## config.mk

```make
export PLATFORM = sky130hd
export DESIGN_NAME = clock_gate_and_rate_control
export DESIGN_NICKNAME = d
export VERILOG_FILES = /design/src/rtl/cgrc_pkg.sv /design/src/rtl/cgrc_ctrl.sv /design/src/rtl/cgrc_dp.sv /design/src/rtl/clock_gate_and_rate_control.sv
export VERILOG_INCLUDE_DIRS = /design/src /design/src/rtl
export SDC_FILE = /design/constraint.sdc
export NUM_CORES = 1
export LEC_CHECK = 0
export BUFFER_PORTS_ARGS = -buffer_cell sky130_fd_sc_hd__buf_4
export CAP_MARGIN = 40
export CORE_AREA = 2 2 131 133
export DETAILED_ROUTE_END_ITERATION = 12
export DIE_AREA = 0 0 133 135
export PLACE_DENSITY = 0.73
export SYNTH_ARGS = -nofsm -noshare
export SYNTH_HDL_FRONTEND = slang
export SYNTH_HIERARCHICAL = 1
export SYNTH_SLANG_ARGS = --single-unit
```

## constraint.sdc

```tcl
create_clock -name clk -period 10.5 [get_ports clk]
set_input_delay 0.525 -clock clk [delete_from_list [all_inputs] [get_ports clk]]
set_output_delay 0.525 -clock clk [all_outputs]
set_load 0.005 [all_outputs]
```

## src/rtl/clock_gate_and_rate_control_defines.svh

```systemverilog
// ----------------------------------------------------------------------------
// clock_gate_and_rate_control_defines
// Assertion macros shared by the clock controller RTL.
// ----------------------------------------------------------------------------
`ifndef CLOCK_GATE_AND_RATE_CONTROL_DEFINES_SVH
`define CLOCK_GATE_AND_RATE_CONTROL_DEFINES_SVH

`ifndef ASSERT_OFF
// same-cycle implication
`define CGRC_ASSERT_IMP(label, clk, rst_n, ante, cons, msg) \
    label: assert property (@(posedge clk) disable iff (!rst_n) (ante) |-> (cons)) \
        else $error(msg);
// next-cycle implication
`define CGRC_ASSERT_NXT(label, clk, rst_n, ante, cons, msg) \
    label: assert property (@(posedge clk) disable iff (!rst_n) (ante) |=> (cons)) \
        else $error(msg);
`else
`define CGRC_ASSERT_IMP(label, clk, rst_n, ante, cons, msg)
`define CGRC_ASSERT_NXT(label, clk, rst_n, ante, cons, msg)
`endif

`endif

```

## src/rtl/cgrc_pkg.sv

```systemverilog
// ----------------------------------------------------------------------------
// cgrc_pkg
// Types and constants of the clock gate and rate controller.
// ----------------------------------------------------------------------------
package cgrc_pkg;

    localparam int OSC_FREQ_HZ = 30000000;
    localparam int GATE_BITS   = 16;
    localparam int MAX_INDEX   = 16;
    localparam int MAX_MULT    = 10;

    localparam int CMD_W    = 2;
    localparam int IDX_W    = 5;
    localparam int OUT_W    = 16;
    localparam int FREQ_W   = 32;
    localparam int MULT_W   = 4;
    localparam int PRESC_W  = 3;
    localparam int CFG_IDX_W  = 2;
    localparam int CFG_DATA_W = 4;

    typedef enum logic [CMD_W-1:0] {
        CMD_ENABLE  = 2'd0,
        CMD_DISABLE = 2'd1,
        CMD_QUERY   = 2'd2,
        CMD_RESTORE = 2'd3
    } gate_cmd_t;

    typedef enum logic [CFG_IDX_W-1:0] {
        REG_PLL_MULT   = 2'd0,
        REG_PLL_IN_USE = 2'd1,
        REG_LS_PRESC   = 2'd2,
        REG_HS_PRESC   = 2'd3
    } cfg_reg_t;

    // controller to datapath
    typedef struct packed {
        logic load;
        logic step;
        logic accept;
    } ctrl_cmd_t;

endpackage

```

## src/rtl/cgrc_ctrl.sv

```systemverilog
// ----------------------------------------------------------------------------
// cgrc_ctrl
// Sequencer: refreshes the clock rates after reset or a register write and
// accepts gate commands while idle.
// ----------------------------------------------------------------------------
module cgrc_ctrl
(
    input  logic                clk,
    input  logic                rst_n,
    input  logic                start,
    input  logic                wr_en,
    output logic                busy,
    output logic                done,
    output cgrc_pkg::ctrl_cmd_t cmd
);
    import cgrc_pkg::*;

    localparam int CNT_W = $clog2(FREQ_W);

    typedef enum logic [2:0] {
        ST_IDLE = 3'b001,
        ST_LOAD = 3'b010,
        ST_DIV  = 3'b100
    } state_t;

    state_t           state_reg, state_next;
    logic [CNT_W-1:0] cnt_reg, cnt_next;
    logic             done_reg, done_next;
    logic             last_step;

    assign last_step = (cnt_reg == CNT_W'(FREQ_W - 1));

    always_comb
    begin
        state_next = state_reg;
        cnt_next   = cnt_reg;
        case (state_reg)
            ST_IDLE:
            begin
                if (wr_en)
                begin
                    state_next = ST_LOAD;
                end
            end
            ST_LOAD:
            begin
                cnt_next = '0;
                if (!wr_en)
                begin
                    state_next = ST_DIV;
                end
            end
            ST_DIV:
            begin
                cnt_next = cnt_reg + 1'b1;
                if (wr_en)
                begin
                    state_next = ST_LOAD;
                end
                else if (last_step)
                begin
                    state_next = ST_IDLE;
                end
            end
            default:
            begin
                state_next = ST_LOAD;
            end
        endcase
    end

    always_comb
    begin
        cmd.load   = (state_reg == ST_LOAD);
        cmd.step   = (state_reg == ST_DIV);
        cmd.accept = start && (state_reg == ST_IDLE);
        done_next  = cmd.accept;
    end

    always_ff @(posedge clk or negedge rst_n)
    begin
        if (!rst_n)
        begin
            state_reg <= ST_LOAD;
            cnt_reg   <= '0;
            done_reg  <= 1'b0;
        end
        else
        begin
            state_reg <= state_next;
            cnt_reg   <= cnt_next;
            done_reg  <= done_next;
        end
    end

    assign busy = (state_reg != ST_IDLE);
    assign done = done_reg;

endmodule

```

## src/rtl/cgrc_dp.sv

```systemverilog
// ----------------------------------------------------------------------------
// cgrc_dp
// Datapath: configuration registers, gate mask, result registers and two
// bit-serial dividers for the peripheral clock rates.
// ----------------------------------------------------------------------------
module cgrc_dp
(
    input  logic                          clk,
    input  logic                          rst_n,
    input  cgrc_pkg::ctrl_cmd_t           cmd,
    input  logic                          wr_en,
    input  logic [cgrc_pkg::CFG_IDX_W-1:0]  wr_index,
    input  logic [cgrc_pkg::CFG_DATA_W-1:0] wr_data,
    input  logic [cgrc_pkg::CMD_W-1:0]    command,
    input  logic [cgrc_pkg::IDX_W-1:0]    peripheral_index,
    input  logic [cgrc_pkg::OUT_W-1:0]    restore_value,
    output logic                          accepted,
    output logic [cgrc_pkg::OUT_W-1:0]    gate_status,
    output logic [cgrc_pkg::OUT_W-1:0]    gate_mask,
    output logic [cgrc_pkg::FREQ_W-1:0]   main_clock_hz,
    output logic [cgrc_pkg::FREQ_W-1:0]   low_speed_clock_hz,
    output logic [cgrc_pkg::FREQ_W-1:0]   high_speed_clock_hz
);
    import cgrc_pkg::*;

    typedef struct packed {
        logic [PRESC_W-1:0] rem;
        logic [FREQ_W-1:0]  quo;
    } div_lane_t;

    // one restoring step: shift in the next dividend bit, subtract if it fits
    function automatic div_lane_t div_step(div_lane_t cur, logic [PRESC_W-1:0] code);
        logic [PRESC_W:0] trial;
        div_lane_t        nxt;
        trial   = {cur.rem, cur.quo[FREQ_W-1]};
        nxt.quo = {cur.quo[FREQ_W-2:0], 1'b0};
        if (trial >= {1'b0, code})
        begin
            nxt.rem    = PRESC_W'(trial - {1'b0, code});
            nxt.quo[0] = 1'b1;
        end
        else
        begin
            nxt.rem = PRESC_W'(trial);
        end
        return nxt;
    endfunction

    logic [MULT_W-1:0]  mult_reg;
    logic               pll_in_use_reg;
    logic [PRESC_W-1:0] ls_presc_reg, hs_presc_reg;
    logic [FREQ_W-1:0]  main_hz_reg;
    div_lane_t          ls_lane_reg, hs_lane_reg, ls_lane_next, hs_lane_next;
    logic [FREQ_W-1:0]  main_calc, pll_prod;

    logic [GATE_BITS-1:0] mask_reg, mask_next;
    logic [GATE_BITS-1:0] gate_bit, mask_calc;
    logic                 index_ok;
    logic                 accepted_reg;
    logic [OUT_W-1:0]     status_reg, status_next;

    // main clock from the configuration
    assign pll_prod = (FREQ_W'(mult_reg) * FREQ_W'(OSC_FREQ_HZ)) >> 1;

    always_comb
    begin
        if (!pll_in_use_reg)
        begin
            main_calc = FREQ_W'(OSC_FREQ_HZ);
        end
        else if (mult_reg < MULT_W'(2))
        begin
            main_calc = FREQ_W'(OSC_FREQ_HZ) >> 1;
        end
        else
        begin
            main_calc = pll_prod;
        end
    end

    always_comb
    begin
        ls_lane_next = div_step(ls_lane_reg, ls_presc_reg);
        hs_lane_next = div_step(hs_lane_reg, hs_presc_reg);
    end

    always_ff @(posedge clk or negedge rst_n)
    begin
        if (!rst_n)
        begin
            mult_reg       <= '0;
            pll_in_use_reg <= 1'b1;
            ls_presc_reg   <= '0;
            hs_presc_reg   <= '0;
        end
        else if (wr_en)
        begin
            case (cfg_reg_t'(wr_index))
                REG_PLL_MULT:
                begin
                    if (MULT_W'(wr_data) <= MULT_W'(MAX_MULT))
                    begin
                        mult_reg <= MULT_W'(wr_data);
                    end
                end
                REG_PLL_IN_USE: pll_in_use_reg <= wr_data[0];
                REG_LS_PRESC:   ls_presc_reg   <= PRESC_W'(wr_data);
                REG_HS_PRESC:   hs_presc_reg   <= PRESC_W'(wr_data);
                default:        ;
            endcase
        end
    end

    // divide by twice the code: halve first, then divide by the code
    always_ff @(posedge clk)
    begin
        if (cmd.load)
        begin
            main_hz_reg     <= main_calc;
            ls_lane_reg.rem <= '0;
            ls_lane_reg.quo <= main_calc >> 1;
            hs_lane_reg.rem <= '0;
            hs_lane_reg.quo <= main_calc >> 1;
        end
        else if (cmd.step)
        begin
            ls_lane_reg <= ls_lane_next;
            hs_lane_reg <= hs_lane_next;
        end
    end

    // gate command
    assign index_ok = (peripheral_index <= IDX_W'(MAX_INDEX));

    always_comb
    begin
        gate_bit = '0;
        if ((IDX_W + 1)'(peripheral_index) < (IDX_W + 1)'(GATE_BITS))
        begin
            gate_bit = GATE_BITS'(1) << peripheral_index;
        end
    end

    always_comb
    begin
        case (gate_cmd_t'(command))
            CMD_ENABLE:  mask_calc = mask_reg | gate_bit;
            CMD_DISABLE: mask_calc = mask_reg & ~gate_bit;
            CMD_RESTORE: mask_calc = (mask_reg & ~gate_bit) | GATE_BITS'(restore_value);
            default:     mask_calc = mask_reg;
        endcase
        mask_next   = index_ok ? mask_calc : mask_reg;
        status_next = index_ok ? OUT_W'(mask_calc & gate_bit) : '0;
    end

    always_ff @(posedge clk or negedge rst_n)
    begin
        if (!rst_n)
        begin
            mask_reg <= '0;
        end
        else if (cmd.accept)
        begin
            mask_reg <= mask_next;
        end
    end

    always_ff @(posedge clk)
    begin
        if (cmd.accept)
        begin
            accepted_reg <= index_ok;
            status_reg   <= status_next;
        end
    end

    assign accepted            = accepted_reg;
    assign gate_status         = status_reg;
    assign gate_mask           = OUT_W'(mask_reg);
    assign main_clock_hz       = main_hz_reg;
    assign low_speed_clock_hz  = (ls_presc_reg == '0) ? main_hz_reg : ls_lane_reg.quo;
    assign high_speed_clock_hz = (hs_presc_reg == '0) ? main_hz_reg : hs_lane_reg.quo;

endmodule

```

## src/rtl/clock_gate_and_rate_control.sv

```systemverilog
// a gate command accepted at one edge shows its result, with done high, in the next cycle
// throughput: one command per cycle while busy is low
// after reset and after every register write the rate dividers load and then compute
// all 32 quotient bits with busy high; the receiver cannot stall results
// reset: gate mask cleared, registers to defaults, rates recomputed
`include "clock_gate_and_rate_control_defines.svh"

// ----------------------------------------------------------------------------
// clock_gate_and_rate_control
// Peripheral clock gate mask with main and peripheral clock rate reporting.
// ----------------------------------------------------------------------------
module clock_gate_and_rate_control
(
    input  logic                            clk,
    input  logic                            rst_n,
    input  logic                            start,
    output logic                            busy,
    output logic                            done,
    input  logic [cgrc_pkg::CMD_W-1:0]      command,
    input  logic [cgrc_pkg::IDX_W-1:0]      peripheral_index,
    input  logic [cgrc_pkg::OUT_W-1:0]      restore_value,
    output logic                            accepted,
    output logic [cgrc_pkg::OUT_W-1:0]      gate_status,
    output logic [cgrc_pkg::OUT_W-1:0]      gate_mask,
    output logic [cgrc_pkg::FREQ_W-1:0]     main_clock_hz,
    output logic [cgrc_pkg::FREQ_W-1:0]     low_speed_clock_hz,
    output logic [cgrc_pkg::FREQ_W-1:0]     high_speed_clock_hz,
    input  logic                            wr_en,
    input  logic [cgrc_pkg::CFG_IDX_W-1:0]  wr_index,
    input  logic [cgrc_pkg::CFG_DATA_W-1:0] wr_data
);
    import cgrc_pkg::*;

    ctrl_cmd_t cmd;

    cgrc_ctrl u_ctrl
    (
        .clk   (clk),
        .rst_n (rst_n),
        .start (start),
        .wr_en (wr_en),
        .busy  (busy),
        .done  (done),
        .cmd   (cmd)
    );

    cgrc_dp u_dp
    (
        .clk                 (clk),
        .rst_n               (rst_n),
        .cmd                 (cmd),
        .wr_en               (wr_en),
        .wr_index            (wr_index),
        .wr_data             (wr_data),
        .command             (command),
        .peripheral_index    (peripheral_index),
        .restore_value       (restore_value),
        .accepted            (accepted),
        .gate_status         (gate_status),
        .gate_mask           (gate_mask),
        .main_clock_hz       (main_clock_hz),
        .low_speed_clock_hz  (low_speed_clock_hz),
        .high_speed_clock_hz (high_speed_clock_hz)
    );

    `CGRC_ASSERT_NXT(a_accept_done, clk, rst_n, start && !busy, done, "transaction without done")
    `CGRC_ASSERT_NXT(a_write_busy, clk, rst_n, wr_en, busy, "rates not refreshed after write")
    `CGRC_ASSERT_IMP(a_reject_status, clk, rst_n, done && !accepted, gate_status == '0,
                     "rejected transaction with gate status")

endmodule

```

==> results.py, run 1 <==
metrics = {
    "power_and_ir_drop": {
        "peakVddDrop_v": 0.000138,
        "power_mw": 2.35,
        "leakagePower_nw": 4.20,
        "power_density_mw_per_mm2": 235,
    },
    "clock_tree": {
        "cts_resized": 0,
        "cts.sinks": 145,
        "clockBufferDepth": 2,
        "h-tree-depth": 4,
        "worstSkewPairLatency_ns": 0.42,
        "cts-root-buf": "clkbuf_16",
        "path_clk_slew_ns": 0.07,
        "numCtsBuffers": 17,
        "cts_tree": "yes",
        "post_cts_buffers": 0,
        "cts_hold_buf": 0,
    },
    "drt": {
        "initialDrtViolationCount": 692,
        "first_pass_iters": 5,
        "wl_mm": 21.2,
        "viasPerCell": 5.63,
        "drc": 0,
        "wl_per_cell_um": 18.3,
        "vias": 6528,
        "detail-route-antenna-nets": 0,
    },
    "worst_setup_path": {
        "slowest_stage": "fa_1",
        "cp.arrival_ns": 4.17,
        "cp_slowest_stage_delay_ns": 0.54,
        "critPathCaptureType": "register",
        "cp.required_ns": 10.65,
        "startpoint_type": "register",
        "cp-startpoint": "u_dp/mult_reg[2]$_DFFE_PN0P_",
        "crit_chain": "inv_1 -> fa_1 -> inv_1 -> ha_1 -> ha_1 -> and3_1 -> and4_1 -> a211oi_1 -> o21ai_0 -> xnor2_1 -> o2bb2ai_1",
        "rr_worst_depth": 11,
        "critPathMaxFanout": 9,
        "reg2reg_from": "u_dp/mult_reg[2]$_DFFE_PN0P_",
        "crit_type": "register to register",
    },
    "synthesis": {
        "async_reset_ff_frac": 0.248,
        "synth_cells": 791,
        "synth_edf_count": 101,
        "synthAdderAreaFrac": 0.0537,
        "yosysMostFrequentCell": "edfxtp_1",
        "syn_area_per_cell_um2": 10.3,
        "netlist_area_mm2": 0.00815,
        "synth_common_cells": "edfxtp_1, a21oi_1, nand2_1, nor2_1, inv_1",
        "muxShareOfSynthArea": 0.0681,
        "synth_top_family_by_area": "compound AO/OA/AOI/OAI gates",
        "synth_compound_area_frac": 0.155,
        "yosysTopAreaCellShare": 0.372,
        "synth_xor_area_frac": 0.0235,
        "synthSimpleGateAreaFrac": 0.143,
        "ys_warn_count": 6,
        "synth_area_leaders": "edfxtp_1, dfrtp_1, mux2_2",
        "ys_ff_latch": 145,
        "synth_top_flop_cell": "edfxtp_1",
        "yosysUniqueCellTypes": 60,
        "synth_top_cell_by_area": "edfxtp_1",
        "synth-seq-area-share": 0.502,
    },
    "timing": {
        "fin_setup_tns_ns": 0,
        "hold_viol": 0,
        "worst_slack_ns": 6.48,
        "skew_ns": 0.0116,
        "finalCritPeriodShare": 0.383,
        "slew_viol_final": 0,
        "relSlewSlack": 0.398,
        "tightestPinTransition_ns": 0.902,
        "hold-worst-slack_ns": 0.0538,
        "rsz0062_at_grt": "false",
        "fmax_mhz": 249,
        "finalSetupViolations": 0,
        "period_needed_ns": 4.02,
    },
    "placement": {
        "pre_cts_slack_ns": 6.60,
        "dpl.hpwl_mm": 14.8,
        "placed_cells": 1127,
        "io_buffer_count": 153,
        "dpl_cell_area_mm2": 0.00942,
        "gp_congestion": 0.916,
    },
    "die": {
        "io_pins": 164,
        "rows": 47,
        "start_util": 0.497,
        "dieArea_mm2": 0.0180,
        "core_mm2": 0.0164,
        "chipHeight_um": 135,
        "die_w_um": 133,
    },
    "finish": {
        "fin_nets": 991,
        "stdcell_area_mm2": 0.0100,
        "drive_gt1_frac": 0.264,
        "areaGrowthSynthToFinish_pct": 22.9,
        "antenna_cells": 0,
        "fin_util": 0.611,
        "finalNonFillerCells": 1159,
    },
    "min_path": {
        "hp-class": "primary input to async pin",
    },
    "grt": {
        "grt_max_degree": 63,
        "grt_pass1_vias": 6233,
        "gr-total-overflow": 0,
        "antenna_found_initial": 0,
        "grtUsageTotal": 0.239,
        "grt_pass1_wl_mm": 33.7,
    },
    "job": {
        "drv_cap": 0,
    },
    "outcome": {
        "status": "completed",
    },
}
[path summary, 6_finish.rpt]
| check | endpoint | slack [ns] |
|---|---|---|
| max | u_dp/ls_lane_next[26]$_DFFE_PP_ | 6.48 |
| max reg2reg | u_dp/ls_lane_next[26]$_DFFE_PP_ | 6.48 |
| min | u_dp/gate_mask[11]$_DFFE_PN0P_ | 0.05 |
| min in group clk | u_ctrl/state_reg[0]$_DFFE_PN0P_ | 0.34 |
| min reg2reg | u_dp/hs_lane_reg[34]$_SDFFE_PP0P_ | 0.49 |
| max in group asynchronous | u_dp/pll_in_use_reg$_DFFE_PN1P_ | 10.09 |
[where the power goes]
| part | switching (mW) | internal (mW) |
|---|---|---|
| Combinational | 0.489 | 0.395 |
| Sequential | 0.0840 | 0.772 |
| Clock | 0.245 | 0.368 |
[logic make-up (layout without fill, tap and decap cells)]
| family | Yosys count | after routing |
|---|---|---|
| other | 1 | 10 |
| flip-flops | 145 | 145 |
| AND/OR/NAND/NOR | 238 | 238 |
| XOR/XNOR | 21 | 21 |
| adder cells (fa/ha/maj) | 32 | 32 |
| AO/OA/AOI/OAI | 202 | 202 |
| multiplexers | 50 | 50 |
| buffers and inverters | 102 | 241 |
[worst max-delay path, delay by kind of cell (launching register included)]
| family | cells | cell delay (ns) |
|---|---|---|
| fa+ha+maj | 3 | 1.34 |
| compound gates | 3 | 0.81 |
| simple gates | 2 | 0.53 |
| flops | 1 | 0.52 |
| xor+xnor | 1 | 0.30 |
| buf+inv | 2 | 0.24 |
[cell type report]
type | instances | area [µm²]
clock inverter | 10 | 91.3
sequential | 145 | 4100
clock buffer | 22 | 507
timing repair buffer | 159 | 1190
tap | 220 | 275
inverter | 50 | 188
fill | 1372 | 6380
multi-input combinational | 553 | 3670
[layer usage]
| layer | wire length [µm] | share of wire | track usage |
|---|---|---|---|
| met4 | 297 | 0.014 | 0.0765 |
| met1 | 9540 | 0.45 | 0.341 |
| met2 | 9410 | 0.44 | 0.360 |
| met3 | 1920 | 0.091 | 0.0597 |
| met5 | 0 | 0 | 0 |
[placed cells by master, fill, tap and decap left out, drive strengths merged, types with 34 or more instances in the layout]
cell and instances:
inv 55, nor2b 34, o21ai 44, nor2 64, buf 159, nand2 64, mux2 41, dfrtp 34
edfxtp 101, a21oi 75
Note: power is estimated with default switching activity, not from simulation.
==> inputs of run 2 (changes only) <==
--- a/config.mk
+++ b/config.mk
@@ -11,7 +11,7 @@
 export CORE_AREA = 2 2 131 133
 export DETAILED_ROUTE_END_ITERATION = 12
 export DIE_AREA = 0 0 133 135
-export PLACE_DENSITY = 0.73
+export PLACE_DENSITY = 0.76
 export SYNTH_ARGS = -nofsm -noshare
 export SYNTH_HDL_FRONTEND = slang
 export SYNTH_HIERARCHICAL = 1
==> constraint.sdc (replaced) <==
create_clock -name clk -period 3.6 [get_ports clk]
set_input_delay 0.18 -clock clk [delete_from_list [all_inputs] [get_ports clk]]
set_output_delay 0.18 -clock clk [all_outputs]
set_load 0.005 [all_outputs]
==> results.py, run 2 (synthesis gave the netlist of run 1 again) <==
metrics = {
    "outcome": {
        "status": "completed",
    },
    "clock_tree": {
        "clockBufferDepth": 2,
        "h-tree-depth": 4,
        "path_clk_slew_ns": 0.07,
        "cts.sinks": 145,
        "worstSkewPairLatency_ns": 0.42,
        "cts_tree": "yes",
        "post_cts_buffers": 0,
        "cts-root-buf": "clkbuf_16",
        "numCtsBuffers": 17,
    },
    "drt": {
        "vias": 6697,
        "drc": 0,
        "first_pass_iters": 5,
        "detail-route-antenna-nets": 0,
        "viasPerCell": 5.68,
        "initialDrtViolationCount": 660,
        "wl_mm": 22.0,
        "wl_per_cell_um": 18.7,
    },
    "die": {
        "dieArea_mm2": 0.0180,
        "core_mm2": 0.0164,
        "start_util": 0.497,
        "die_w_um": 133,
        "io_pins": 164,
        "rows": 47,
        "chipHeight_um": 135,
    },
    "placement": {
        "gp_congestion": 0.934,
        "placed_cells": 1141,
        "io_buffer_count": 153,
        "pre_cts_slack_ns": 0.233,
        "dpl.hpwl_mm": 15.7,
        "dpl_cell_area_mm2": 0.00956,
    },
    "timing": {
        "finalSetupViolations": 0,
        "finalCritPeriodShare": 0.954,
        "period_needed_ns": 3.44,
        "skew_ns": 0.0110,
        "hold_viol": 0,
        "relSlewSlack": 0.410,
        "slew_viol_final": 0,
        "worst_slack_ns": 0.164,
        "fmax_mhz": 291,
        "tightestPinTransition_ns": 0.883,
    },
    "finish": {
        "layout_commonest_cell": "buf_4",
        "drive_gt1_frac": 0.276,
        "fin_nets": 1011,
        "stdcell_area_mm2": 0.0103,
        "finalNonFillerCells": 1179,
        "final_cell_mix": "buf_4, edfxtp_1, a21oi_1",
        "antenna_cells": 0,
        "areaGrowthSynthToFinish_pct": 25.7,
    },
    "worst_setup_path": {
        "cp.required_ns": 3.89,
        "crit_family": "adder cells",
        "slowest_stage": "fa_1",
        "crit_type": "register to register",
        "critPathMaxFanout": 9,
        "cp_slowest_stage_delay_ns": 0.51,
        "cp.arrival_ns": 3.72,
        "critPathCaptureType": "register",
        "startpoint_type": "register",
        "path_buf_inv": 2,
        "crit_chain": "inv_1 -> fa_1 -> inv_1 -> ha_1 -> ha_1 -> and3_1 -> and4_1 -> a211oi_1 -> or3_1 -> a21oi_1 -> o22a_1",
    },
    "power_and_ir_drop": {
        "peakVddDrop_v": 0.000341,
        "leakagePower_nw": 4.31,
        "switchingPower_mw": 2.43,
        "combPwrFrac": 0.385,
        "seq_power_share": 0.356,
        "power.share.clock": 0.259,
        "power_density_mw_per_mm2": 687,
        "swShare": 0.346,
        "intPower_mw": 4.60,
        "power_mw": 7.04,
    },
    "grt": {
        "grt_pass1_wl_mm": 34.3,
        "grt_pass1_vias": 6347,
        "gr-total-overflow": 0,
        "grtUsageTotal": 0.244,
        "grt_max_degree": 78,
        "antenna_found_initial": 0,
    },
    "min_path": {
        "hp-class": "primary input to register",
    },
    "job": {
        "drv_cap": 0,
    },
}
run 2: cell types whose count changed in the layout (fill, tap and decap cells not counted), sizes merged:
cell,before,now
buf,159,173
clkinvlp,1,2
clkbuf,22,23
inv,55,52
clkinv,3,4
dlygate4sd3,0,6
run 2: what timing repair did:
item	in CTS	in global routing
hold buffers	6	0
endpoints found under the hold margin	40	0
setup endpoints to repair	0	8
gates resized for setup	0	2
run 2: worst reg2reg max path: stages (launching register included):
cell      delay, ns
dfrtp_1        0.43
inv_1          0.10
fa_1           0.51
inv_1          0.04
ha_1           0.19
ha_1           0.49
and3_1         0.34
and4_1         0.28
a211oi_1       0.12
or3_1          0.36
a21oi_1        0.27
o22a_1         0.17
run 2: area by class of cell:
cell class | instances | area [µm²]
timing repair buffer | 179 | 1380
clock buffer | 23 | 532
sequential | 145 | 4100
inverter | 50 | 188
fill | 1343 | 6160
multi-input combinational | 553 | 3690
clock inverter | 9 | 90.1
tap | 220 | 275
run 2: stage by stage:
step / hold slack (ns) / TNS, ns / utilization
global placement: 0.178 / 0 / 0.583
detailed placement: 0.181 / 0 / 0.583
CTS: 0.000969 / 0 / 0.624
global route: 0.00708 / -0.00000533 / 0.625
finish: 0.0119 / 0 / 0.625
floorplan: -0.116 / 0 / -
run 2: worst paths after layout:
| check | startpoint | end | slack [ns] | cells past startpoint |
|---|---|---|---|---|
| max in group asynchronous | rst_n | u_dp/pll_in_use_reg$_DFFE_PN1P_ | 2.97 | 2 |
| hold reg to reg | u_ctrl/cnt_reg[3]$_DFFE_PN0P_ | u_ctrl/cnt_reg[3]$_DFFE_PN0P_ | 0.47 | 1 |
| setup reg to reg | u_dp/mult_reg[2]$_DFFE_PN0P_ | u_dp/hs_lane_next[24]$_DFFE_PP_ | 0.16 | 11 |
| hold / removal | restore_value[8] | u_dp/gate_mask[8]$_DFFE_PN0P_ | 0.01 | 3 |
| min in group asynchronous | rst_n | u_dp/gate_mask[6]$_DFFE_PN0P_ | 0.26 | 2 |
| setup / recovery | u_dp/mult_reg[2]$_DFFE_PN0P_ | u_dp/hs_lane_next[24]$_DFFE_PP_ | 0.16 | 11 |
run 2: layer usage:
metal / vias up / part of all wire / global-route usage / routed length, µm
met5: - / 0 / 0 / 0
met1: 3228 / 0.44 / 0.349 / 9760
met4: 0 / 0.0097 / 0.0585 / 213
met2: 320 / 0.46 / 0.380 / 10200
li1: 3132 / - / - / -
met3: 17 / 0.084 / 0.0582 / 1850
run 2: power groups by stage:
stage               clock (mW)  sequential (mW)  combinational, mW
floorplan                    0             2.42               1.59
global placement             0             2.52               2.63
detailed placement           0             2.53               2.66
CTS                       1.85             2.50               2.69
global route              1.91             2.54               2.94
finish                    1.82             2.50               2.71
==> inputs of run 3 (changes only) <==
--- a/config.mk
+++ b/config.mk
@@ -8,10 +8,12 @@
 export LEC_CHECK = 0
 export BUFFER_PORTS_ARGS = -buffer_cell sky130_fd_sc_hd__buf_4
 export CAP_MARGIN = 40
-export CORE_AREA = 2 2 131 133
+export CELL_PAD_IN_SITES_DETAIL_PLACEMENT = 1
+export CELL_PAD_IN_SITES_GLOBAL_PLACEMENT = 1
+export CORE_AREA = 2 2 156 143
 export DETAILED_ROUTE_END_ITERATION = 12
-export DIE_AREA = 0 0 133 135
-export PLACE_DENSITY = 0.76
+export DIE_AREA = 0 0 158 145
+export PLACE_DENSITY_LB_ADDON = 0.1
 export SYNTH_ARGS = -nofsm -noshare
 export SYNTH_HDL_FRONTEND = slang
 export SYNTH_HIERARCHICAL = 1
==> results.py, run 3 (synthesis gave the netlist of run 1 again) <==
metrics = {
    "timing": {
        "fmax_mhz": 298,
        "period_needed_ns": 3.35,
        "rsz0062_at_grt": "false",
        "hold-worst-slack_ns": 0.0108,
        "fin_setup_tns_ns": 0,
        "finalCritPeriodShare": 0.932,
        "skew_ns": 0.0108,
        "hold_viol": 0,
        "finalSetupViolations": 0,
        "slew_viol_final": 0,
        "relSlewSlack": 0.494,
        "tightestPinTransition_ns": 0.759,
    },
    "clock_tree": {
        "worstSkewPairLatency_ns": 0.43,
        "cts_tree": "yes",
        "clockBufferDepth": 2,
        "cts-root-buf": "clkbuf_16",
        "path_clk_slew_ns": 0.06,
        "h-tree-depth": 4,
        "cts.sinks": 145,
        "numCtsBuffers": 17,
    },
    "power_and_ir_drop": {
        "peakVddDrop_v": 0.000319,
        "power_density_mw_per_mm2": 682,
        "power_mw": 7.06,
        "power.share.clock": 0.249,
        "switchingPower_mw": 2.55,
        "seq_power_share": 0.354,
        "swShare": 0.361,
        "combPwrFrac": 0.397,
        "intPower_mw": 4.51,
        "leakagePower_nw": 4.33,
    },
    "worst_setup_path": {
        "path_depth": 11,
        "cp_slowest_stage_delay_ns": 0.55,
        "slowest_stage": "fa_1",
        "critPathCaptureType": "register",
        "crit_type": "register to register",
        "crit_family": "compound AO/OA/AOI/OAI gates",
        "startpoint_type": "register",
        "path_buf_inv": 2,
        "rr_worst_depth": 11,
        "crit_chain": "inv_1 -> fa_1 -> inv_1 -> ha_1 -> ha_1 -> a21oi_2 -> a21oi_2 -> o21ai_0 -> xnor2_1 -> o21ai_0 -> a21oi_1",
        "cp.arrival_ns": 3.51,
        "cp.required_ns": 3.76,
        "critPathMaxFanout": 8,
    },
    "grt": {
        "grt_pass1_wl_mm": 40.8,
        "grtUsageTotal": 0.231,
        "gr-total-overflow": 0,
        "grt_max_degree": 37,
        "antenna_found_initial": 0,
        "grt_pass1_vias": 7210,
    },
    "job": {
        "drv_cap": 0,
    },
    "drt": {
        "initialDrtViolationCount": 478,
        "detail-route-antenna-nets": 0,
        "wl_mm": 25.6,
        "viasPerCell": 5.29,
        "vias": 6657,
        "wl_per_cell_um": 20.3,
        "drc": 0,
        "first_pass_iters": 5,
    },
    "die": {
        "io_pins": 164,
        "die_w_um": 158,
        "core_mm2": 0.0213,
        "dieArea_mm2": 0.0229,
        "start_util": 0.383,
        "rows": 51,
        "chipHeight_um": 145,
    },
    "finish": {
        "layout_commonest_cell": "buf_4",
        "areaGrowthSynthToFinish_pct": 26.9,
        "fill_cells": 2372,
        "final_cell_mix": "buf_4, edfxtp_1, a21oi_1",
        "fin_nets": 1020,
        "drive_gt1_frac": 0.282,
        "antenna_cells": 0,
    },
    "outcome": {
        "status": "completed",
    },
    "placement": {
        "io_buffer_count": 153,
        "dpl.hpwl_mm": 19.0,
        "gp_congestion": 0.873,
    },
    "min_path": {
        "hp-class": "primary input to register",
        "hold_depth": 3,
    },
}
## run 3: cell types whose count changed in the layout (fill, tap and decap cells not counted), moves of 2 or more
cell	delta
clkbuf_8	-2
buf_4	+10
inv_8	+4
clkbuf_16	-3
## run 3: area by class of cell
cell class	instances	area (µm²)	area share
Inverter	50	188	0.0181
Clock inverter	14	148	0.0143
Multi-Input combinational cell	553	3680	0.356
Timing Repair Buffer	188	1440	0.139
Clock buffer	18	429	0.0415
Tap cell	291	364	0.0352
Sequential cell	145	4100	0.396
## run 3: tightest hold or removal path, delay by kind of cell
kind                   cells  cell delay [ns]
AOI/OAI and AO/OA          2             0.13
buffers and inverters      1             0.08
## run 3: routing by layer
metal | vias to the layer above | wire [µm] | part of all wire | global-route usage
met5 | - | 0 | 0 | 0
met4 | 0 | 178 | 0.0070 | 0.0527
met3 | 12 | 813 | 0.032 | 0.0364
met2 | 132 | 12800 | 0.50 | 0.385
met1 | 3367 | 11700 | 0.46 | 0.316
li1 | 3146 | - | - | -
## run 3: timing repair
| item | in CTS | in global routing |
|---|---|---|
| endpoints found under the hold margin | 40 | 0 |
| hold buffers | 6 | 0 |
| endpoints found under the setup margin | 0 | 10 |
| resized for setup | 0 | 1 |
| buffers inserted | 0 | 0 |
## run 3: power groups by stage
| stage | Clock [mW] | Sequential (mW) | Combinational, mW |
|---|---|---|---|
| after CTS | 1.79 | 2.51 | 2.81 |
| after floorplan | 0 | 2.42 | 1.59 |
| after global placement | 0 | 2.52 | 2.74 |
| after global routing | 1.87 | 2.54 | 3.09 |
| final | 1.76 | 2.50 | 2.80 |
| after detailed placement | 0 | 2.53 | 2.79 |
## run 3: final timing paths
check	from	endpoint	slack (ns)
setup / recovery	u_dp/mult_reg[1]$_DFFE_PN0P_	u_dp/hs_lane_next[13]$_DFFE_PP_	0.25
hold / removal	restore_value[7]	u_dp/gate_mask[7]$_DFFE_PN0P_	0.01
setup reg to reg	u_dp/mult_reg[1]$_DFFE_PN0P_	u_dp/hs_lane_next[13]$_DFFE_PP_	0.25
hold reg to reg	u_ctrl/cnt_reg[3]$_DFFE_PN0P_	u_ctrl/cnt_reg[3]$_DFFE_PN0P_	0.48
max in group asynchronous	rst_n	u_dp/pll_in_use_reg$_DFFE_PN1P_	2.97
min in group asynchronous	rst_n	u_dp/gate_mask[2]$_DFFE_PN0P_	0.25
## run 3: metrics by stage
step	cell area, µm²	util	std cells	setup WS (ns)
global route	10300	0.485	1259	0.0602
detailed placement	9700	0.455	1221	0.229
finish	10300	0.485	1259	0.246
global placement	9700	0.455	1221	0.263
floorplan	8190	-	800	0.0848
CTS	10300	0.485	1259	0.234
